--- src/sv/hasmtok_pkg.sv ---
// Shared types and constants for the assembly line tokenizer.
package hasmtok_pkg;

  localparam int CH_W          = 8;
  localparam int TEXT_W        = 24;
  localparam int TEXT_CNT_W    = 2;
  localparam int VAL_CNT_W     = 8;
  localparam int VALUE_MAX_DEF = 64;
  localparam int QUEUE_DEPTH   = 2;
  localparam int OUT_DATA_W    = 88;

  localparam logic [TEXT_CNT_W-1:0] TEXT_MAX = 2'd3;

  // bit positions in the field valid marks
  localparam int MARK_DEST = 0;
  localparam int MARK_COMP = 1;
  localparam int MARK_JUMP = 2;

  localparam logic [CH_W-1:0] CH_NUL    = 8'h00;
  localparam logic [CH_W-1:0] CH_TAB    = 8'h09;
  localparam logic [CH_W-1:0] CH_CR     = 8'h0D;
  localparam logic [CH_W-1:0] CH_SPACE  = 8'h20;
  localparam logic [CH_W-1:0] CH_BANG   = 8'h21;
  localparam logic [CH_W-1:0] CH_LPAREN = 8'h28;
  localparam logic [CH_W-1:0] CH_RPAREN = 8'h29;
  localparam logic [CH_W-1:0] CH_MINUS  = 8'h2D;
  localparam logic [CH_W-1:0] CH_SLASH  = 8'h2F;
  localparam logic [CH_W-1:0] CH_ZERO   = 8'h30;
  localparam logic [CH_W-1:0] CH_ONE    = 8'h31;
  localparam logic [CH_W-1:0] CH_SEMI   = 8'h3B;
  localparam logic [CH_W-1:0] CH_EQ     = 8'h3D;
  localparam logic [CH_W-1:0] CH_AT     = 8'h40;
  localparam logic [CH_W-1:0] CH_A      = 8'h41;
  localparam logic [CH_W-1:0] CH_D      = 8'h44;
  localparam logic [CH_W-1:0] CH_M      = 8'h4D;

  typedef enum logic [3:0] {
    CC_OTHER,
    CC_BLANK,
    CC_NUL,
    CC_AT,
    CC_LPAREN,
    CC_RPAREN,
    CC_SLASH,
    CC_EQ,
    CC_SEMI,
    CC_CSTART
  } char_class_t;

  typedef enum logic [2:0] {
    ST_NONE,
    ST_A,
    ST_C,
    ST_LABEL,
    ST_FVAL,
    ST_FINS,
    ST_SL1,
    ST_SL2
  } parse_st_t;

  typedef enum logic [1:0] {
    K_NONE,
    K_A,
    K_C,
    K_LABEL
  } line_kind_t;

  typedef enum logic [1:0] {
    T_NONE,
    T_DEST,
    T_COMP,
    T_JUMP
  } target_t;

  typedef enum logic [1:0] {
    ERR_NONE,
    ERR_CHAR,
    ERR_INCOMPLETE,
    ERR_TOO_LONG
  } err_t;

  // one classified character request on its way to the parser
  typedef struct packed {
    logic            line_end;
    char_class_t     cls;
    logic [CH_W-1:0] ch;
  } tok_t;

  // result payload, first member is the top bit
  typedef struct packed {
    logic              pad;
    logic              jump_present;
    logic [TEXT_W-1:0] jump_text;
    logic [TEXT_W-1:0] comp_text;
    logic              dest_present;
    logic [TEXT_W-1:0] dest_text;
    err_t              error_code;
    line_kind_t        instr_kind;
    logic              line_ok;
    logic [CH_W-1:0]   value_char;
  } out_data_t;

endpackage

--- src/sv/hasmtok_front.sv ---
// Front end: classifies each incoming character into a token request.
module hasmtok_front import hasmtok_pkg::*; (
  input  logic            in_tvalid,
  input  logic [CH_W-1:0] in_ch,
  input  logic            in_line_end,
  output logic            push_valid,
  output tok_t            push_tok
);

  char_class_t cls;

  always_comb begin
    unique case (in_ch) inside
      CH_SPACE, [CH_TAB:CH_CR]:                          cls = CC_BLANK;
      CH_NUL:                                            cls = CC_NUL;
      CH_AT:                                             cls = CC_AT;
      CH_LPAREN:                                         cls = CC_LPAREN;
      CH_RPAREN:                                         cls = CC_RPAREN;
      CH_SLASH:                                          cls = CC_SLASH;
      CH_EQ:                                             cls = CC_EQ;
      CH_SEMI:                                           cls = CC_SEMI;
      CH_ZERO, CH_ONE, CH_MINUS, CH_D, CH_A, CH_BANG, CH_M: cls = CC_CSTART;
      default:                                           cls = CC_OTHER;
    endcase
  end

  assign push_valid        = in_tvalid;
  assign push_tok.line_end = in_line_end;
  assign push_tok.cls      = cls;
  assign push_tok.ch       = in_ch;

endmodule

--- src/sv/hasmtok_queue.sv ---
// Short token queue between the classifier and the parser.
module hasmtok_queue import hasmtok_pkg::*; #(
  parameter int DEPTH = QUEUE_DEPTH
) (
  input  logic clk,
  input  logic rst_n,
  input  logic push_valid,
  output logic push_ready,
  input  tok_t push_tok,
  output logic pop_valid,
  input  logic pop_ready,
  output tok_t pop_tok
);

  localparam int PTR_W = (DEPTH > 1) ? $clog2(DEPTH) : 1;
  localparam int CNT_W = $clog2(DEPTH + 1);
  localparam logic [PTR_W-1:0] LAST_PTR = PTR_W'(DEPTH - 1);

  tok_t             entries_r [DEPTH];
  logic [PTR_W-1:0] wr_ptr_r, wr_ptr_nxt;
  logic [PTR_W-1:0] rd_ptr_r, rd_ptr_nxt;
  logic [CNT_W-1:0] count_r, count_nxt;
  logic             push, pop;

  assign push_ready = (count_r != CNT_W'(DEPTH));
  assign pop_valid  = (count_r != '0);
  assign pop_tok    = entries_r[rd_ptr_r];
  assign push       = push_valid && push_ready;
  assign pop        = pop_valid && pop_ready;

  always_comb begin
    wr_ptr_nxt = wr_ptr_r;
    rd_ptr_nxt = rd_ptr_r;
    count_nxt  = count_r;
    if (push) begin
      wr_ptr_nxt = (wr_ptr_r == LAST_PTR) ? '0 : wr_ptr_r + 1'b1;
    end
    if (pop) begin
      rd_ptr_nxt = (rd_ptr_r == LAST_PTR) ? '0 : rd_ptr_r + 1'b1;
    end
    if (push && !pop) begin
      count_nxt = count_r + 1'b1;
    end else if (pop && !push) begin
      count_nxt = count_r - 1'b1;
    end
  end

  always_ff @(posedge clk) begin
    if (!rst_n) begin
      wr_ptr_r <= '0;
      rd_ptr_r <= '0;
      count_r  <= '0;
    end else begin
      wr_ptr_r <= wr_ptr_nxt;
      rd_ptr_r <= rd_ptr_nxt;
      count_r  <= count_nxt;
    end
  end

  always_ff @(posedge clk) begin
    if (push) begin
      entries_r[wr_ptr_r] <= push_tok;
    end
  end

  a_count_bound: assert property (@(posedge clk) disable iff (!rst_n)
    count_r <= CNT_W'(DEPTH))
    else $error("queue count beyond depth");

  a_count_grow: assert property (@(posedge clk) disable iff (!rst_n)
    push && !pop |=> count_r == $past(count_r) + 1'b1)
    else $error("queue count did not grow on push");

  a_pop_order: assert property (@(posedge clk) disable iff (!rst_n)
    pop |=> rd_ptr_r != $past(rd_ptr_r) || DEPTH == 1)
    else $error("read pointer stuck on pop");

endmodule

--- src/sv/hasmtok_back.sv ---
// Back end: line parser state machine and result register.
module hasmtok_back import hasmtok_pkg::*; #(
  parameter int VALUE_MAX_LEN = VALUE_MAX_DEF
) (
  input  logic                  clk,
  input  logic                  rst_n,
  input  logic                  pop_valid,
  output logic                  pop_ready,
  input  tok_t                  tok,
  output logic                  out_tvalid,
  input  logic                  out_tready,
  output logic                  out_tuser,
  output logic [OUT_DATA_W-1:0] out_tdata
);

  localparam logic [VAL_CNT_W-1:0] VAL_LIMIT = VAL_CNT_W'(VALUE_MAX_LEN);

  parse_st_t             st_r, st_nxt, st_w;
  line_kind_t            kind_r, kind_nxt, kind_w;
  target_t               tgt_r, tgt_nxt, tgt_w;
  logic [TEXT_W-1:0]     dest_r, dest_nxt, comp_r, comp_nxt, jump_r, jump_nxt;
  logic [TEXT_CNT_W-1:0] dest_cnt_r, dest_cnt_nxt;
  logic [TEXT_CNT_W-1:0] comp_cnt_r, comp_cnt_nxt;
  logic [TEXT_CNT_W-1:0] jump_cnt_r, jump_cnt_nxt;
  logic [2:0]            marks_r, marks_nxt, marks_w;
  logic [VAL_CNT_W-1:0]  value_cnt_r, value_cnt_nxt;
  err_t                  err_r, err_nxt, err_w, res_err;

  logic                  out_valid_r, out_valid_nxt;
  logic                  out_user_r, out_user_nxt;
  out_data_t             out_data_r, out_data_nxt;

  logic                  do_pop, emit_val, ld_line, tlen_nz;

  assign pop_ready = !out_valid_r || out_tready;
  assign do_pop    = pop_valid && pop_ready;

  // current A value or C field holds at least one character; always clear for a label
  always_comb begin
    tlen_nz = 1'b0;
    if (kind_r == K_A) begin
      tlen_nz = (value_cnt_r != '0);
    end else if (kind_r == K_C) begin
      case (tgt_r)
        T_DEST:  tlen_nz = (dest_cnt_r != '0);
        T_COMP:  tlen_nz = (comp_cnt_r != '0);
        T_JUMP:  tlen_nz = (jump_cnt_r != '0);
        default: tlen_nz = 1'b0;
      endcase
    end
  end

  always_comb begin
    st_nxt        = st_r;
    kind_nxt      = kind_r;
    tgt_nxt       = tgt_r;
    dest_nxt      = dest_r;
    comp_nxt      = comp_r;
    jump_nxt      = jump_r;
    dest_cnt_nxt  = dest_cnt_r;
    comp_cnt_nxt  = comp_cnt_r;
    jump_cnt_nxt  = jump_cnt_r;
    marks_nxt     = marks_r;
    value_cnt_nxt = value_cnt_r;
    err_nxt       = err_r;
    st_w          = st_r;
    kind_w        = kind_r;
    tgt_w         = tgt_r;
    marks_w       = marks_r;
    err_w         = ERR_NONE;
    res_err       = err_r;
    emit_val      = 1'b0;
    ld_line       = 1'b0;

    if (do_pop) begin
      if (tok.line_end) begin
        ld_line = 1'b1;
        if (err_r == ERR_NONE && kind_r == K_C &&
            ((marks_r[MARK_DEST] && dest_cnt_r == '0) ||
             (marks_r[MARK_JUMP] && jump_cnt_r == '0) || comp_cnt_r == '0)) begin
          res_err = ERR_INCOMPLETE;
        end
        st_nxt        = ST_NONE;
        kind_nxt      = K_NONE;
        tgt_nxt       = T_NONE;
        dest_nxt      = '0;
        comp_nxt      = '0;
        jump_nxt      = '0;
        dest_cnt_nxt  = '0;
        comp_cnt_nxt  = '0;
        jump_cnt_nxt  = '0;
        marks_nxt     = '0;
        value_cnt_nxt = '0;
        err_nxt       = ERR_NONE;
      end else if (err_r == ERR_NONE && st_r != ST_SL2) begin
        unique case (tok.cls)
          CC_NUL: begin
            st_nxt = ST_SL2;
          end
          CC_AT, CC_LPAREN: begin
            if (st_r == ST_NONE) begin
              st_nxt   = (tok.cls == CC_AT) ? ST_A : ST_LABEL;
              kind_nxt = (tok.cls == CC_AT) ? K_A : K_LABEL;
            end else begin
              err_w = ERR_CHAR;
            end
          end
          CC_RPAREN: begin
            if (st_r == ST_LABEL || st_r == ST_FVAL) st_nxt = ST_FINS;
            else err_w = ERR_CHAR;
          end
          CC_SLASH: begin
            if (st_r == ST_SL1) begin
              st_nxt = ST_SL2;
            end else if (st_r == ST_FINS || st_r == ST_NONE) begin
              st_nxt = ST_SL1;
            end else if ((st_r == ST_C || st_r == ST_FVAL) && kind_r == K_C) begin
              st_nxt = ST_SL1;
            end else begin
              err_w = ERR_CHAR;
            end
          end
          default: begin
            // a dest/comp opener starts a C-instruction
            if (st_r == ST_NONE && tok.cls == CC_CSTART) begin
              st_w              = ST_C;
              kind_w            = K_C;
              tgt_w             = T_DEST;
              marks_w[MARK_DEST] = 1'b1;
            end
            st_nxt    = st_w;
            kind_nxt  = kind_w;
            tgt_nxt   = tgt_w;
            marks_nxt = marks_w;
            if (tok.cls == CC_BLANK) begin
              if (tlen_nz) begin
                if (st_r == ST_A) st_nxt = ST_FINS;
                else if (st_r == ST_C || st_r == ST_LABEL) st_nxt = ST_FVAL;
                else if (st_r == ST_SL1) err_w = ERR_CHAR;
              end
            end else if (st_w == ST_LABEL || st_w == ST_A) begin
              if (value_cnt_r >= VAL_LIMIT) begin
                err_w = ERR_TOO_LONG;
              end else begin
                value_cnt_nxt = value_cnt_r + 1'b1;
                emit_val      = 1'b1;
              end
            end else if ((st_w == ST_FVAL && kind_w == K_C) || st_w == ST_C) begin
              if (tok.cls == CC_EQ) begin
                if (tgt_w != T_DEST) begin
                  err_w = ERR_CHAR;
                end else begin
                  st_nxt               = ST_C;
                  tgt_nxt              = T_COMP;
                  marks_nxt[MARK_COMP] = 1'b1;
                end
              end else if (tok.cls == CC_SEMI) begin
                if (tgt_w == T_DEST || tgt_w == T_COMP) begin
                  // no '=' seen: the gathered dest text is really comp
                  if (tgt_w == T_DEST) begin
                    comp_nxt             = dest_r;
                    comp_cnt_nxt         = dest_cnt_r;
                    dest_nxt             = '0;
                    dest_cnt_nxt         = '0;
                    marks_nxt[MARK_COMP] = 1'b1;
                    marks_nxt[MARK_DEST] = 1'b0;
                  end
                  st_nxt               = ST_C;
                  tgt_nxt              = T_JUMP;
                  marks_nxt[MARK_JUMP] = 1'b1;
                end else begin
                  err_w = ERR_CHAR;
                end
              end else if (st_w != ST_C) begin
                err_w = ERR_CHAR;
              end else if (tgt_w == T_DEST && dest_cnt_r != TEXT_MAX) begin
                dest_nxt     = dest_r | (TEXT_W'(tok.ch) << {dest_cnt_r, 3'b000});
                dest_cnt_nxt = dest_cnt_r + 1'b1;
              end else if (tgt_w == T_COMP && comp_cnt_r != TEXT_MAX) begin
                comp_nxt     = comp_r | (TEXT_W'(tok.ch) << {comp_cnt_r, 3'b000});
                comp_cnt_nxt = comp_cnt_r + 1'b1;
              end else if (tgt_w == T_JUMP && jump_cnt_r != TEXT_MAX) begin
                jump_nxt     = jump_r | (TEXT_W'(tok.ch) << {jump_cnt_r, 3'b000});
                jump_cnt_nxt = jump_cnt_r + 1'b1;
              end else begin
                err_w = ERR_CHAR;
              end
            end else begin
              err_w = ERR_CHAR;
            end
          end
        endcase
        err_nxt = err_w;
      end
    end
  end

  // result register
  always_comb begin
    out_valid_nxt = out_valid_r;
    out_user_nxt  = out_user_r;
    out_data_nxt  = out_data_r;
    if (emit_val || ld_line) begin
      out_valid_nxt = 1'b1;
      out_user_nxt  = ld_line;
      out_data_nxt  = '0;
      if (ld_line) begin
        out_data_nxt.line_ok      = (res_err == ERR_NONE);
        out_data_nxt.instr_kind   = kind_r;
        out_data_nxt.error_code   = res_err;
        out_data_nxt.dest_text    = dest_r;
        out_data_nxt.dest_present = marks_r[MARK_DEST];
        out_data_nxt.comp_text    = comp_r;
        out_data_nxt.jump_text    = jump_r;
        out_data_nxt.jump_present = marks_r[MARK_JUMP];
      end else begin
        out_data_nxt.value_char = tok.ch;
      end
    end else if (out_tready) begin
      out_valid_nxt = 1'b0;
    end
  end

  always_ff @(posedge clk) begin
    if (!rst_n) begin
      st_r        <= ST_NONE;
      kind_r      <= K_NONE;
      tgt_r       <= T_NONE;
      dest_r      <= '0;
      comp_r      <= '0;
      jump_r      <= '0;
      dest_cnt_r  <= '0;
      comp_cnt_r  <= '0;
      jump_cnt_r  <= '0;
      marks_r     <= '0;
      value_cnt_r <= '0;
      err_r       <= ERR_NONE;
      out_valid_r <= 1'b0;
    end else begin
      st_r        <= st_nxt;
      kind_r      <= kind_nxt;
      tgt_r       <= tgt_nxt;
      dest_r      <= dest_nxt;
      comp_r      <= comp_nxt;
      jump_r      <= jump_nxt;
      dest_cnt_r  <= dest_cnt_nxt;
      comp_cnt_r  <= comp_cnt_nxt;
      jump_cnt_r  <= jump_cnt_nxt;
      marks_r     <= marks_nxt;
      value_cnt_r <= value_cnt_nxt;
      err_r       <= err_nxt;
      out_valid_r <= out_valid_nxt;
    end
  end

  always_ff @(posedge clk) begin
    out_user_r <= out_user_nxt;
    out_data_r <= out_data_nxt;
  end

  assign out_tvalid = out_valid_r;
  assign out_tuser  = out_user_r;
  assign out_tdata  = out_data_r;

  a_line_clears: assert property (@(posedge clk) disable iff (!rst_n)
    do_pop && tok.line_end |=>
      st_r == ST_NONE && err_r == ERR_NONE && marks_r == '0 && value_cnt_r == '0)
    else $error("line state not cleared after line end");

  a_value_bound: assert property (@(posedge clk) disable iff (!rst_n)
    value_cnt_r <= VAL_LIMIT)
    else $error("value length beyond limit");

  // a popped token after an error adds nothing, and the result slot was free or drained
  a_err_silent: assert property (@(posedge clk) disable iff (!rst_n)
    do_pop && !tok.line_end && err_r != ERR_NONE |=> !out_valid_r)
    else $error("value request emitted after an error");

  a_no_text_without_c: assert property (@(posedge clk) disable iff (!rst_n)
    kind_r != K_C |-> dest_r == '0 && comp_r == '0 && jump_r == '0)
    else $error("instruction text held outside a C line");

endmodule

--- src/sv/hack_asm_line_tokenizer.sv ---
// Top level of the assembly line tokenizer.
//
// Takes one source character per request (in_tlast marks the line-end request, whose
// character is ignored) and sorts the line into an A-instruction, a label or a
// C-instruction. Each character added to an A value or label name leaves at once as a
// value result (out_tuser = 0); the line-end request gives the line result
// (out_tuser = 1) with status, kind, error code and the dest/comp/jump texts. Other
// characters give no result. The block takes one character every clock while results
// drain: a classifier feeds a two-entry token queue, the parser consumes one token per
// cycle, and a result register holds its output. A request is written into the queue,
// and its result is loaded into the result register when the parser pops it. While a
// result waits the parser stops, the queue fills its two entries, and then in_tready
// drops until the result is taken.
module hack_asm_line_tokenizer import hasmtok_pkg::*; #(
  parameter int VALUE_MAX_LEN = VALUE_MAX_DEF
) (
  input  logic                  clk,
  input  logic                  rst_n,
  input  logic                  in_tvalid,
  output logic                  in_tready,
  input  logic [CH_W-1:0]       in_tdata,   // [7:0] ch
  input  logic                  in_tlast,
  output logic                  out_tvalid,
  input  logic                  out_tready,
  output logic [OUT_DATA_W-1:0] out_tdata,  // value_char, line_ok, instr_kind, error_code,
                                            // dest_text, dest_present, comp_text,
                                            // jump_text, jump_present, zero pad
  output logic                  out_tuser   // [0] result_kind
);

  logic push_valid, push_ready, pop_valid, pop_ready;
  tok_t push_tok, pop_tok;

  hasmtok_front u_front (
    .in_tvalid   (in_tvalid),
    .in_ch       (in_tdata),
    .in_line_end (in_tlast),
    .push_valid  (push_valid),
    .push_tok    (push_tok)
  );

  hasmtok_queue #(
    .DEPTH (QUEUE_DEPTH)
  ) u_queue (
    .clk        (clk),
    .rst_n      (rst_n),
    .push_valid (push_valid),
    .push_ready (push_ready),
    .push_tok   (push_tok),
    .pop_valid  (pop_valid),
    .pop_ready  (pop_ready),
    .pop_tok    (pop_tok)
  );

  hasmtok_back #(
    .VALUE_MAX_LEN (VALUE_MAX_LEN)
  ) u_back (
    .clk        (clk),
    .rst_n      (rst_n),
    .pop_valid  (pop_valid),
    .pop_ready  (pop_ready),
    .tok        (pop_tok),
    .out_tvalid (out_tvalid),
    .out_tready (out_tready),
    .out_tuser  (out_tuser),
    .out_tdata  (out_tdata)
  );

  assign in_tready = push_ready;

endmodule

--- config.mk ---
export PLATFORM = sky130hd
export DESIGN_NAME = hack_asm_line_tokenizer
export DESIGN_NICKNAME = d
export VERILOG_FILES = /design/src/sv/hasmtok_pkg.sv /design/src/sv/hasmtok_front.sv /design/src/sv/hasmtok_queue.sv /design/src/sv/hasmtok_back.sv /design/src/sv/hack_asm_line_tokenizer.sv
export SDC_FILE = /design/constraint.sdc
export NUM_CORES = 1
export LEC_CHECK = 0
export BUFFER_PORTS_ARGS = -buffer_cell sky130_fd_sc_hd__buf_2
export CAP_MARGIN = 20
export CORE_MARGIN = 5
export CORE_UTILIZATION = 30
export CTS_CLUSTER_DIAMETER = 120
export CTS_CLUSTER_SIZE = 14
export DETAILED_ROUTE_END_ITERATION = 7
export HOLD_SLACK_MARGIN = 0.15
export PLACE_DENSITY = 0.57
export SYNTH_ARGS = -nofsm -noshare
export SYNTH_HDL_FRONTEND = slang
export SYNTH_SLANG_ARGS = --single-unit
export TNS_END_PERCENT = 5
--- constraint.sdc ---
create_clock -name clk -period 4.1 [get_ports clk]
set_clock_uncertainty 0.15 [all_clocks]
set_input_delay 0.82 -clock clk [delete_from_list [all_inputs] [get_ports clk]]
set_output_delay 0.82 -clock clk [all_outputs]
set_load 0.005 [all_outputs]
==> metrics.md <==
| Metric | Value |
|---|---|
| Routed vias | 7578 |
| RSZ-0062 raised after global routing | no |
| Hold crit path type | register to register |
| Post-CTS Resized | 0 |
| Critical path class | register to register |
| Area Overhead vs Synth | 14.8% |
| Post-synthesis async set-or-reset flop share | 0 |
| Most used DFF post-synth | edfxtp_1 |
| Synth top area share | 0.339 |
| Total GRT Usage | 0.137 |
| I/O pins | 104 |
| Via density | 5.10 |
| Final hold violations | 0 |
| 1st-iter DRT viols | 473 |
| Synth Area in Simple Gates | 0.156 |
| Antenna viol nets, final | 0 |
| Compound-cell area share of the yosys netlist | 0.201 |
| CTS tree | built |
| Power Total | 0.00686 W |
| Share of post-route cells with drive strength above 1 | 0.188 |
| CP max FO | 29 |
| Worst vdd ir | 302 uV |
| ANT cells | 0 |
| Worst hold margin | 0.298 ns |
| Post-synthesis mux area share | 0.0260 |
| Xor-xnor portion of the synthesized cell area | 0.00694 |
| Final setup viols | 0 |
| Register area share after synthesis | 0.543 |
| Worst R2R Path Depth | 11 |
| Max-slew violations | 0 |
| Num CTS Buffers | 19 |
| Core area | 33400 um^2 |
| DIE AREA | 37400 um^2 |
| Clk slew on worst S/H paths | 0.07 ns |
| First-pass GRT wire length | 42200 um |
| Leakage | 3.98 nW |
| Pin count of the biggest net entering global routing | 69 |
| Worst setup SP type | register |
| Port bufs | 102 |
| Hold Path Sink | u_back.jump_r[3] |
| Routed WL | 27000 um |
| CTS Sinks | 217 |
| Min Tclk post-route | 3.48 ns |
| Outcome | finished, final reports clean |
| Final worst path period share | 0.850 |
| Critical path data required time | 4.36 ns |
| Die Height | 193 um |
| R2R setup slack | 0.62 ns |
| Post-Syn Area | 10100 um^2 |
| Starting Density | 0.303 |
| Remaining DRCs | 0 |
| Warnings from Yosys | 0 |
| Synth Area in Adders | 0.0161 |
| Clk_lat worst skew | 0.49 ns |
| RR Endpoint | u_back.jump_r[2] |
| Drt pass-1 iters | 5 |
| Vias in the first global route | 7049 |
| FP Rows | 67 |
| CTS Hold Bufs | 0 |
| Least-Margin Pin Slew | 1.03 ns |
| Hold Crit Start | u_back.jump_r[3] |
| Main combinational cell family by area after synthesis | compound AO/OA/AOI/OAI gates |
| Final setup TNS | 0 ns |
| CTS H-tree lvls | 1 |
| Initial antenna violation count | 0 |
| Max-slew headroom | 0.305 |
| Post-synthesis cell count | 944 |
| Layout Nets | 1052 |
| Die Wd | 193 um |
| Post-synth EDFFs | 114 |
| Routed WL per cell | 18.1 um |
| Maximum clock frequency | 287 MHz |
| Average size of a mapped cell | 10.7 um^2 |
| Setup crit end kind | register |
| Inst Count DP | 1452 |
| Syn_nets | 970 |
| Finished Layout Cells | 1486 |
| #FFs+latches synth | 217 |
| Placer Congestion | 0.834 |
| Max Cap Viol | 0 |
| Top post-synthesis cells by area | edfxtp_1, dfxtp_1, and2_1, a21oi_1, nor2_1 |
| Power per Cell Area | 592 nW/um^2 |
| Clock tree buffer depth | 3 |
| Synth cell types | 78 |
| Synth area leader | edfxtp_1 |
| Root Buffer | clkbuf_16 |
| Total setup buffers inserted after CTS | 0 |
| Hold Path Stages | 2 |
| HPWL after DPL | 18200 um |
| Grt ovf | 0 |
| Arrival @ worst endpoint | 3.74 ns |
==> where the power goes <==
part	internal, W	switching, W	total (W)	leakage, nW
Sequential	0.00280	0.000197	0.00300	1.92
Combinational	0.000689	0.00153	0.00222	1.80
Clock	0.000873	0.000773	0.00165	0.254
==> cells in the final DEF, fill, tap and decap left out, types with 14 or more instances in the layout <==
cell,netlist,final
and2_1,54,54
nand2_1,29,29
inv_1,47,46
o2111ai_1,26,26
a211oi_2,22,22
a211oi_1,29,29
buf_4,1,23
edfxtp_1,114,114
dfxtp_1,103,102
buf_2,13,102
a31oi_1,14,14
a21oi_1,66,66
o21ai_0,49,49
mux2i_1,15,14
clkbuf_16,0,19
nor2_1,85,85
nand4_1,29,29
==> synthesized netlist by cell type (22+ instances only) <==
| cell type | instances |
|---|---|
| edfxtp_1 | 114 |
| a211oi_2 | 22 |
| inv_1 | 47 |
| a21oi_1 | 66 |
| o2111ai_1 | 26 |
| nand2_1 | 29 |
| nor2_1 | 85 |
| nand4_1 | 29 |
| o21ai_0 | 49 |
| clkbuf_1 | 41 |
| dfxtp_1 | 103 |
| and2_1 | 54 |
| a211oi_1 | 29 |
==> per-layer routing <==
layer  track usage  share of wire
met5             0              0
met4        0.0296          0.014
met3        0.0273          0.054
met2         0.223           0.47
met1         0.192           0.46
==> critical path: stages, from the launching register on <==
cell	delay, ns
dfxtp_2	0.48
or3b_4	0.49
a221oi_2	0.35
or2_2	0.20
inv_1	0.07
ha_1	0.20
nor2b_1	0.15
nor3b_1	0.19
o2111ai_1	0.16
a211oi_2	0.41
nand3_1	0.32
o21ai_0	0.24
==> layout make-up <==
class,count,area (um^2)
Tap cell,448,561
Timing Repair Buffer,126,703
Clock inverter,1,8.76
Sequential cell,217,5490
Fill cell,3450,21800
Inverter,49,188
Clock buffer,32,524
Multi-Input combinational cell,613,4120
==> worst max path at each step <==
stage | startpoint | slack (ns) | cells past startpoint | to
floorplan | out_tready | 0.16 | 10 | u_back.value_cnt_r[6]
detailed placement | register | 0.66 | 11 | u_back.jump_r[2]
global route | register | 0.29 | 11 | u_back.jump_r[5]
CTS | register | 0.61 | 11 | u_back.jump_r[2]
global placement | out_tready | 0.69 | 8 | u_back.out_tdata[16]
finish | register | 0.62 | 11 | u_back.jump_r[2]
==> flip-flops by register name, summed over array words and instances, names as in the netlist, named ones only <==
signal and count:
u_queue.count_r 2, u_back.out_tdata 87, u_back.st_r 3, u_back.out_tuser 1
u_back.comp_cnt_r 2, u_back.tgt_r 2, u_back.jump_r 24, u_back.marks_r 2
u_back.out_tvalid 1, u_back.dest_cnt_r 2, u_queue.entries_r 26, u_back.err_r 2
u_back.value_cnt_r 8, u_queue.wr_ptr_r 1, u_back.jump_cnt_r 2, u_back.dest_r 24
u_back.kind_r 2, u_back.comp_r 24, u_queue.rd_ptr_r 1
==> metrics by stage <==
stage / instance area [um^2] / worst slack, ns / utilization
floorplan: 10100 / 0.163 / -
global placement: 11000 / 0.690 / 0.331
detailed placement: 11000 / 0.655 / 0.331
CTS: 11600 / 0.609 / 0.347
global route: 11600 / 0.291 / 0.347
finish: 11600 / 0.615 / 0.347
==> cells by family (layout without fill, tap and decap cells) <==
group                    Yosys count  count (layout)
flip-flops                       217             217
multiplexers                      25              25
adder cells (fa/ha/maj)           13              13
AND/OR/NAND/NOR                  289             289
XOR/XNOR                           8               8
AO/OA/AOI/OAI                    277             277
buffers and inverters            114             208
other                              1               1
(Power assumes the default switching activity.)
